<file path="src/rtl/slcd_pkg.sv">
package slcd_pkg;

  // sync pattern and header size
  localparam logic [7:0] SyncFirst  = 8'h55;
  localparam logic [7:0] SyncSecond = 8'hAA;
  localparam int unsigned HdrLen    = 5;

  // step commands from the controller to the datapath
  typedef struct packed {
    logic clear;    // restart: drop window and partial frame first
    logic hunt;     // item taken while hunting for a header
    logic payload;  // item taken as a payload byte
    logic check;    // item taken as the checksum byte
  } slcd_cmd_t;

  // status from the datapath to the controller
  typedef struct packed {
    logic hdr_done;  // this byte completes a valid header
    logic len_zero;  // the completed header has an empty payload
    logic rem_last;  // current payload byte is the last one
  } slcd_status_t;

endpackage

</file>
<file path="src/rtl/slcd_if.sv">
// input channel: one received byte per item
interface slcd_in_if;
  logic       valid;
  logic       ready;
  logic [7:0] rx_byte;
  logic       restart;

  modport source (output valid, output rx_byte, output restart, input ready);
  modport sink (input valid, input rx_byte, input restart, output ready);
endinterface

// output channel: one payload or closing result per item
interface slcd_out_if;
  logic       valid;
  logic       ready;
  logic [7:0] command;
  logic [7:0] payload_byte;
  logic [7:0] byte_index;
  logic       frame_end;
  logic       frame_good;

  modport source (output valid, output command, output payload_byte, output byte_index,
                  output frame_end, output frame_good, input ready);
  modport sink (input valid, input command, input payload_byte, input byte_index,
                input frame_end, input frame_good, output ready);
endinterface

</file>
<file path="src/rtl/slcd_ctrl.sv">
module slcd_ctrl (
  input  logic                  clk_i,
  input  logic                  rst_ni,
  input  logic                  in_valid_i,
  input  logic                  restart_i,
  output logic                  in_ready_o,
  output logic                  out_valid_o,
  input  logic                  out_ready_i,
  input  slcd_pkg::slcd_status_t status_i,
  output slcd_pkg::slcd_cmd_t    cmd_o
);

  localparam logic [1:0] StHunt    = 2'd0;
  localparam logic [1:0] StPayload = 2'd1;
  localparam logic [1:0] StCheck   = 2'd2;

  logic [1:0] state_q, state_d;
  logic [1:0] state_eff;
  logic       out_valid_q, out_valid_d;
  logic       accept;

  // take a new byte whenever the output register is free or being emptied
  assign in_ready_o  = !out_valid_q || out_ready_i;
  assign out_valid_o = out_valid_q;
  assign accept      = in_valid_i && in_ready_o;

  // restart forces hunting before the byte is looked at
  assign state_eff = restart_i ? StHunt : state_q;

  // phase sequencing and step commands
  always_comb begin
    state_d       = state_q;
    cmd_o.clear   = accept && restart_i;
    cmd_o.hunt    = 1'b0;
    cmd_o.payload = 1'b0;
    cmd_o.check   = 1'b0;
    unique case (state_eff)
      StPayload: begin
        cmd_o.payload = accept;
        if (accept && status_i.rem_last) begin
          state_d = StCheck;
        end
      end
      StCheck: begin
        cmd_o.check = accept;
        if (accept) begin
          state_d = StHunt;
        end
      end
      default: begin
        // hunting, also the unused code
        cmd_o.hunt = accept;
        if (accept) begin
          if (status_i.hdr_done) begin
            state_d = status_i.len_zero ? StCheck : StPayload;
          end else begin
            state_d = StHunt;
          end
        end
      end
    endcase
  end

  // output register occupancy
  always_comb begin
    out_valid_d = out_valid_q;
    if (cmd_o.payload || cmd_o.check) begin
      out_valid_d = 1'b1;
    end else if (out_ready_i) begin
      out_valid_d = 1'b0;
    end
  end

  always_ff @(posedge clk_i or negedge rst_ni) begin
    if (!rst_ni) begin
      state_q     <= StHunt;
      out_valid_q <= 1'b0;
    end else begin
      state_q     <= state_d;
      out_valid_q <= out_valid_d;
    end
  end

endmodule

</file>
<file path="src/rtl/slcd_dp.sv">
module slcd_dp (
  input  logic                  clk_i,
  input  logic                  rst_ni,
  input  logic [7:0]            rx_byte_i,
  input  slcd_pkg::slcd_cmd_t    cmd_i,
  output slcd_pkg::slcd_status_t status_o,
  output logic [7:0]            command_o,
  output logic [7:0]            payload_byte_o,
  output logic [7:0]            byte_index_o,
  output logic                  frame_end_o,
  output logic                  frame_good_o
);

  localparam int unsigned WinBits = slcd_pkg::HdrLen * 8;

  // header window and frame state
  logic [slcd_pkg::HdrLen-1:0][7:0] win_q;
  logic [2:0]                      fill_q, fill_d;
  logic [7:0]                      cmd_q, rem_q, sum_q, pos_q;

  // output register
  logic [7:0] out_cmd_q, out_byte_q, out_idx_q;
  logic       out_end_q, out_good_q;

  logic [2:0]                      fill_eff;
  logic [2:0]                      cnt;
  logic [slcd_pkg::HdrLen-1:0][7:0] wcat;
  logic [slcd_pkg::HdrLen:0]        ok;
  logic [2:0]                      sel;
  logic [WinBits-1:0]              shifted;

  assign fill_eff = cmd_i.clear ? 3'd0 : fill_q;
  assign cnt      = fill_eff + 3'd1;

  // window with the new byte appended
  always_comb begin
    for (int i = 0; i < slcd_pkg::HdrLen; i++) begin
      if (3'(i) < fill_eff) begin
        wcat[i] = win_q[i];
      end else if (3'(i) == fill_eff) begin
        wcat[i] = rx_byte_i;
      end else begin
        wcat[i] = 8'h00;
      end
    end
  end

  // a suffix of the window is kept if it is empty or a valid partial header
  always_comb begin
    ok[slcd_pkg::HdrLen] = 1'b1;
    for (int s = 0; s < slcd_pkg::HdrLen; s++) begin
      ok[s] = (3'(s) >= cnt) || (wcat[s] == slcd_pkg::SyncFirst);
      if (s + 1 < slcd_pkg::HdrLen) begin
        ok[s] = ok[s] && ((3'(s + 1) >= cnt) || (wcat[s + 1] == slcd_pkg::SyncSecond));
      end
      if (s == 0) begin
        ok[s] = ok[s] && ((cnt != 3'(slcd_pkg::HdrLen)) || (wcat[3] == ~wcat[4]));
      end
    end
  end

  // drop count: first suffix that survives
  always_comb begin
    sel = 3'(slcd_pkg::HdrLen);
    for (int s = slcd_pkg::HdrLen - 1; s >= 0; s--) begin
      if (ok[s]) begin
        sel = 3'(s);
      end
    end
  end

  assign shifted = wcat >> {sel, 3'b000};
  assign fill_d  = cnt - sel;

  assign status_o.hdr_done = (cnt == 3'(slcd_pkg::HdrLen)) && (sel == 3'd0);
  assign status_o.len_zero = (wcat[3] == 8'h00);
  assign status_o.rem_last = (rem_q == 8'd1);

  // window fill count
  always_ff @(posedge clk_i or negedge rst_ni) begin
    if (!rst_ni) begin
      fill_q <= 3'd0;
    end else if (cmd_i.hunt) begin
      fill_q <= status_o.hdr_done ? 3'd0 : fill_d;
    end else if (cmd_i.check || cmd_i.clear) begin
      fill_q <= 3'd0;
    end
  end

  // window bytes and frame counters
  always_ff @(posedge clk_i) begin
    if (cmd_i.hunt) begin
      win_q <= shifted;
      if (status_o.hdr_done) begin
        cmd_q <= wcat[2];
        rem_q <= wcat[3];
        sum_q <= wcat[2] + wcat[3] + wcat[4];
        pos_q <= 8'd0;
      end
    end else if (cmd_i.payload) begin
      sum_q <= sum_q + rx_byte_i;
      pos_q <= pos_q + 8'd1;
      rem_q <= rem_q - 8'd1;
    end
  end

  // result register
  always_ff @(posedge clk_i) begin
    if (cmd_i.payload) begin
      out_cmd_q  <= cmd_q;
      out_byte_q <= rx_byte_i;
      out_idx_q  <= pos_q;
      out_end_q  <= 1'b0;
      out_good_q <= 1'b0;
    end else if (cmd_i.check) begin
      out_cmd_q  <= cmd_q;
      out_byte_q <= 8'h00;
      out_idx_q  <= pos_q;
      out_end_q  <= 1'b1;
      out_good_q <= (sum_q == rx_byte_i);
    end
  end

  assign command_o      = out_cmd_q;
  assign payload_byte_o = out_byte_q;
  assign byte_index_o   = out_idx_q;
  assign frame_end_o    = out_end_q;
  assign frame_good_o   = out_good_q;

endmodule

</file>
<file path="src/rtl/sync_length_checksum_deframer_top.sv">
// Byte-stream deframer for frames 0x55 0xAA CMD LEN ~LEN PAYLOAD CHK. One
// received byte is taken per item and handled when it is accepted: header
// bytes are collected in a five-byte window that is rescanned in one step
// on a bad sync or length complement, each payload byte gives one result
// with its command and index, and the checksum byte gives a closing result
// marked frame_end with a good/bad verdict (byte_index then holds the
// payload length). The receiver discards a frame whose verdict is bad.
// A byte is accepted every cycle; ready drops only while a result sits in
// the output register and the sink does not take it. restart clears any
// partial frame before its byte is looked at.
module sync_length_checksum_deframer_top (
  input  logic        clk_i,
  input  logic        rst_ni,
  slcd_in_if.sink     rx_i,
  slcd_out_if.source  res_o
);

  slcd_pkg::slcd_cmd_t    cmd;
  slcd_pkg::slcd_status_t status;

  // phase control and handshake
  slcd_ctrl u_ctrl (
    .clk_i       (clk_i),
    .rst_ni      (rst_ni),
    .in_valid_i  (rx_i.valid),
    .restart_i   (rx_i.restart),
    .in_ready_o  (rx_i.ready),
    .out_valid_o (res_o.valid),
    .out_ready_i (res_o.ready),
    .status_i    (status),
    .cmd_o       (cmd)
  );

  // window, counters and result register
  slcd_dp u_dp (
    .clk_i          (clk_i),
    .rst_ni         (rst_ni),
    .rx_byte_i      (rx_i.rx_byte),
    .cmd_i          (cmd),
    .status_o       (status),
    .command_o      (res_o.command),
    .payload_byte_o (res_o.payload_byte),
    .byte_index_o   (res_o.byte_index),
    .frame_end_o    (res_o.frame_end),
    .frame_good_o   (res_o.frame_good)
  );

endmodule

</file>
<file path="src/flat_wrapper.sv">
// flat-port wrapper written by rule: the top's interface ports become plain ports
module sync_length_checksum_deframer_top_flat 
  (clk_i, rst_ni, rx_i_valid, rx_i_rx_byte, rx_i_restart, rx_i_ready, res_o_valid, res_o_command, res_o_payload_byte, res_o_byte_index, res_o_frame_end, res_o_frame_good, res_o_ready);
  slcd_in_if rx_i_i ();
  slcd_out_if res_o_i ();
  input  logic clk_i;
  input  logic rst_ni;
  input wire logic [$bits(rx_i_i.valid)-1:0] rx_i_valid;
  input wire logic [$bits(rx_i_i.rx_byte)-1:0] rx_i_rx_byte;
  input wire logic [$bits(rx_i_i.restart)-1:0] rx_i_restart;
  output wire logic [$bits(rx_i_i.ready)-1:0] rx_i_ready;
  output wire logic [$bits(res_o_i.valid)-1:0] res_o_valid;
  output wire logic [$bits(res_o_i.command)-1:0] res_o_command;
  output wire logic [$bits(res_o_i.payload_byte)-1:0] res_o_payload_byte;
  output wire logic [$bits(res_o_i.byte_index)-1:0] res_o_byte_index;
  output wire logic [$bits(res_o_i.frame_end)-1:0] res_o_frame_end;
  output wire logic [$bits(res_o_i.frame_good)-1:0] res_o_frame_good;
  input wire logic [$bits(res_o_i.ready)-1:0] res_o_ready;
  assign rx_i_i.valid = rx_i_valid;
  assign rx_i_i.rx_byte = rx_i_rx_byte;
  assign rx_i_i.restart = rx_i_restart;
  assign rx_i_ready = rx_i_i.ready;
  assign res_o_valid = res_o_i.valid;
  assign res_o_command = res_o_i.command;
  assign res_o_payload_byte = res_o_i.payload_byte;
  assign res_o_byte_index = res_o_i.byte_index;
  assign res_o_frame_end = res_o_i.frame_end;
  assign res_o_frame_good = res_o_i.frame_good;
  assign res_o_i.ready = res_o_ready;
  sync_length_checksum_deframer_top u_core (.clk_i(clk_i), .rst_ni(rst_ni), .rx_i(rx_i_i), .res_o(res_o_i));
endmodule
</file>
<file path="config.mk">
export PLATFORM = sky130hd
export DESIGN_NAME = sync_length_checksum_deframer_top_flat
export DESIGN_NICKNAME = d
export VERILOG_FILES = /design/src/rtl/slcd_pkg.sv /design/src/rtl/slcd_if.sv /design/src/rtl/slcd_ctrl.sv /design/src/rtl/slcd_dp.sv /design/src/rtl/sync_length_checksum_deframer_top.sv /design/src/flat_wrapper.sv
export SDC_FILE = /design/constraint.sdc
export NUM_CORES = 1
export LEC_CHECK = 0
export BUFFER_PORTS_ARGS = -buffer_cell sky130_fd_sc_hd__buf_2
export CAP_MARGIN = 20
export CORE_UTILIZATION = 55
export CTS_CLUSTER_SIZE = 20
export DETAILED_ROUTE_END_ITERATION = 12
export HOLD_SLACK_MARGIN = 0.15
export PLACE_DENSITY = 0.71
export SLEW_MARGIN = 5
export SYNTH_ARGS = -nofsm -noshare
export SYNTH_HDL_FRONTEND = slang
export SYNTH_SLANG_ARGS = --single-unit
</file>
<file path="constraint.sdc">
create_clock -name clk_i -period 5.94 [get_ports clk_i]
set_clock_uncertainty 0.2 [all_clocks]
set_input_delay 1.485 -clock clk_i [delete_from_list [all_inputs] [get_ports clk_i]]
set_output_delay 1.485 -clock clk_i [all_outputs]
set_load 0.03 [all_outputs]
</file>
==> results.sh <==
export IMPL_cts_sinks=104
export IMPL_worst_setup_hold_path_clk_slew_ns=0.07
export IMPL_timing_reg2reg_setup_slack_ns=1.37
export IMPL_clockBufferDepth=2
export IMPL_ys_types=85
export IMPL_flip_flop_and_latch_count_after_synthesis=104
export IMPL_synth_async_sr_flop_share_pct=5.769
export IMPL_p_clk_share_pct=16.6
export IMPL_hp_class="reg -> reg"
export IMPL_outcome="complete, no violations"
export IMPL_hold_path_end="u_core.u_dp.command_o[7]$_DFFE_PP_"
export IMPL_globalRouteOverflowTotal=0
export IMPL_clock_tree_root_cell="sky130_fd_sc_hd__clkbuf_16"
export IMPL_cts_post_setup_buffers_inserted=0
export IMPL_grt_util_all_layers_pct=36.32
export IMPL_globalplace_congestion=0.9551
export IMPL_cts_inserted_buffers=9
export IMPL_critical_path_slowest_cell="sky130_fd_sc_hd__nor2b_1"
export IMPL_combPwrFrac_pct=55.8
export IMPL_report_final_setup_viol=0
export IMPL_placement_rows=41
export IMPL_num_vias=6473
export IMPL_first_global_vias=6142
export IMPL_cp_end_kind="register"
export IMPL_floorplan_die_area_um2=13610
export IMPL_grt_setup_unrepaired="false"
export IMPL_fin_crit_sh_pct=86.48
export IMPL_finalWirelength_mm=23.77
export IMPL_synth_warnings=0
export IMPL_antenna_violating_nets_post_route=0
export IMPL_powerDensity_nw_per_um2=478.1
export IMPL_via_per_inst=6.659
export IMPL_layout_cells_sized_above_1_pct=14.37
export IMPL_multiInputGateArea_um2=3796
export IMPL_hpwlAfterDp_mm=16.97
export IMPL_post_synthesis_instance_total=755
export IMPL_htreeDepth=3
export IMPL_net_switching_power_uw=1764
export IMPL_pin_count_of_the_biggest_net_entering_global_routing=51
export IMPL_syn_num_nets=797
export IMPL_start_util_pct=56.83
export IMPL_critPathRequiredTime_ns=5.85
export IMPL_final_fill_count=1116
export IMPL_cts_tree="yes"
export IMPL_detail_route_iter0_violations=809
export IMPL_insertedDiodeCount=0
export IMPL_critPathMaxStageDelay_ns=0.41
export IMPL_crit_path_max_fanout=10
export IMPL_clk_insertion_delay_late_ns=0.37
export IMPL_internal_power_uw=2066
export IMPL_cts_repair_resized=0
export IMPL_nNetsFinal=837
export IMPL_worstRegToRegCells=10
export IMPL_max_slew_worst_pin_slew_ns=1.017
export IMPL_setup_worst_path_start_class="input pin"
export IMPL_finalHoldViolCount=0
export IMPL_chipWidth_um=116.7
export IMPL_holdPathStages=0
export IMPL_relSlewSlack_pct=32.15
export IMPL_seq_area_frac_synth_pct=42.51
export IMPL_hold_path_startpoint="u_core.u_dp.cmd_q[7]$_DFFE_PP_"
export IMPL_drc_errors=0
export IMPL_mean_routed_wirelength_per_cell_um=24.46
export IMPL_post_synth_cell_area_avg_um2=9.575
export IMPL_setup_tns_final_ns=0
export IMPL_combined_flip_flop_and_latch_cell_area_um2=3073
export IMPL_die_h_um=116.7
export IMPL_place_port_buffers=40
export IMPL_min_period_ns=5.137
export IMPL_drt_first_pass_iters=6
export IMPL_synth_edf_count=96
export IMPL_critPathKind="in -> reg"
export IMPL_core_area_um2=12720
export IMPL_syn_cell_area_um2=7229
export IMPL_ir_drop_uv=328.2
export IMPL_r2r_end="u_core.u_dp.rem_q[1]$_DFFE_PP_"
export IMPL_r2r_start="u_core.u_dp.fill_q[0]$_DFFE_PN0P_"
export IMPL_synthToLayoutAreaGrowth_pct=10.80
export IMPL_dominantRegCellSynth="sky130_fd_sc_hd__edfxtp_1"
export IMPL_ioPinCount=41
export IMPL_max_cap_violations=0
export IMPL_worstPathCellList="buf_2 -> nor2b_1 -> o21ai_1 -> buf_4 -> ha_1 -> and3_1 -> a21oi_1 -> xnor2_1 -> ha_1 -> ha_1 -> inv_1 -> fa_1 -> inv_1 -> a21oi_1 -> o21bai_1 -> a21o_1 -> a21oi_1 -> xnor2_1 -> mux2i_1"
export IMPL_grt_first_pass_wirelength_mm=35.74
export IMPL_timing_max_transition_violations_final=0
export IMPL_sequentialPowerShare_pct=27.6
export IMPL_ctsHoldBuffers=0
export IMPL_totalPowerFinal_uw=3830
export IMPL_p_leak_uw=0.003192
export IMPL_initial_antenna_violation_count=0
export IMPL_arrival_ns=5.04
export IMPL_switching_share_pct=46.05
export IMPL_timing_fmax_mhz=194.7
==> state kept, by name (all words and copies together), names as in the netlist, 2 cells and up <==
register	flops
u_core.u_ctrl.state_q	2
u_core.u_dp.byte_index_o	8
u_core.u_dp.cmd_q	8
u_core.u_dp.command_o	8
u_core.u_dp.fill_q	3
u_core.u_dp.payload_byte_o	8
u_core.u_dp.pos_q	8
u_core.u_dp.rem_q	8
u_core.u_dp.sum_q	8
u_core.u_dp.win_q	40
==> placed cells by master (no fill, tap or decap), types with 9 or more instances in the layout <==
cell type and instances:
sky130_fd_sc_hd__clkbuf_16 9, sky130_fd_sc_hd__a21oi_1 58, sky130_fd_sc_hd__buf_4 34, sky130_fd_sc_hd__xor2_1 10
sky130_fd_sc_hd__buf_2 40, sky130_fd_sc_hd__o21ai_0 25, sky130_fd_sc_hd__inv_1 35, sky130_fd_sc_hd__nand3_1 26
sky130_fd_sc_hd__nor3_1 11, sky130_fd_sc_hd__edfxtp_1 96, sky130_fd_sc_hd__o31ai_1 11, sky130_fd_sc_hd__o21ai_1 15
sky130_fd_sc_hd__nand2_1 72, sky130_fd_sc_hd__and3_1 17, sky130_fd_sc_hd__xnor2_1 30, sky130_fd_sc_hd__mux2i_1 20
sky130_fd_sc_hd__ha_1 25, sky130_fd_sc_hd__nor2_1 56, sky130_fd_sc_hd__and2_1 14
==> worst max path at each step <==
stage	slack, ns	from	to	depth (start not counted)
2_1_floorplan	0.04	res_o_ready	u_core.u_dp.pos_q[0]$_SDFFCE_PP0P_	13
3_3_place_gp	0.69	res_o_ready	u_core.u_dp.sum_q[7]$_DFFE_PP_	19
3_5_place_dp	0.61	res_o_ready	u_core.u_dp.sum_q[7]$_DFFE_PP_	19
4_1_cts	0.89	res_o_ready	u_core.u_dp.sum_q[7]$_DFFE_PP_	19
5_1_grt	0.61	res_o_ready	u_core.u_dp.sum_q[7]$_DFFE_PP_	19
6_report	0.80	res_o_ready	u_core.u_dp.sum_q[7]$_DFFE_PP_	19
==> power by group through the flow <==
| stage | sequential [uW] | combinational [uW] | clock (uW) |
|---|---|---|---|
| after floorplan | 1020 | 1490 | 0 |
| after global placement | 1060 | 2050 | 0 |
| after detailed placement | 1070 | 2060 | 0 |
| after CTS | 1050 | 2080 | 633 |
| after global routing | 1070 | 2290 | 658 |
| final | 1060 | 2140 | 635 |
==> worst max-delay path, delay by kind of cell <==
kind | cells | cell delay, ns
buffers and inverters | 4 | 0.41
multiplexers | 1 | 0.10
XOR/XNOR | 2 | 0.32
adder cells (fa/ha/maj) | 4 | 1.18
AO/OA/AOI/OAI | 6 | 0.92
AND/OR/NAND/NOR | 2 | 0.64
==> cell families (layout without fill, tap and decap cells) <==
logic type | Yosys count | count (layout) | synth area share [%]
AO/OA/AOI/OAI | 214 | 214 | 19.97
XOR/XNOR | 40 | 40 | 4.846
adder cells (fa/ha/maj) | 29 | 29 | 5.434
buffers and inverters | 84 | 129 | 5.036
flip-flops | 104 | 104 | 42.51
multiplexers | 23 | 23 | 3.236
AND/OR/NAND/NOR | 261 | 261 | 18.97
==> cell type report <==
type                       instances  area share (%)
timing repair buffer              75           5.936
clock buffer                      10           2.858
multi-input combinational        567           47.39
clock inverter                     6          0.9841
sequential                       104           38.36
inverter                          38           1.781
tap                              172           2.687
==> synth_stat cells, drive strengths merged (7+ instances only) <==
master  count  area, um2
o211ai      8      60.06
a21o        8      60.06
a22oi       8      60.06
o31ai      11      82.58
nand3      27      140.1
clkbuf     21      78.83
nand2b      7      43.79
inv        37      138.9
nand2      73      276.5
o21ai      40      200.2
o21bai      7      52.55
edfxtp     96       2883
a31oi       8      50.05
a221oi      7      85.08
xnor2      30      262.8
nor2       56      210.2
and3       17      106.4
xor2       10      87.58
and2       16      102.6
mux2i      20      200.2
ha         25      312.8
a21oi      59      295.3
o22ai       8      56.30
buf        25      142.6
nor3       11      55.05
==> routing by layer <==
metal  vias up  GRT usage (%)  share of wire (%)  routed length, um
met2       390          55.03                 44              10440
met5         -              0                  0                  0
met4         0          17.05                3.8                913
li1       2898              -                  -                  -
met3        86          8.199                9.7               2305
met1      3099          49.34                 43              10120
==> stage by stage <==
stage,hold WS (ns),worst slack (ns),util [%],area [um2],std cells
3_3_place_gp,0.2009,0.6918,60.54,7702,956
5_1_grt,0.2309,0.6127,62.96,8010,972
6_report,0.2308,0.8032,62.96,8010,972
2_1_floorplan,0.2003,0.03601,-,7229,755
3_5_place_dp,0.2108,0.6132,60.54,7702,956
4_1_cts,0.2289,0.8930,62.96,8010,972
No activity file was read; power rests on OpenSTA's default activity.
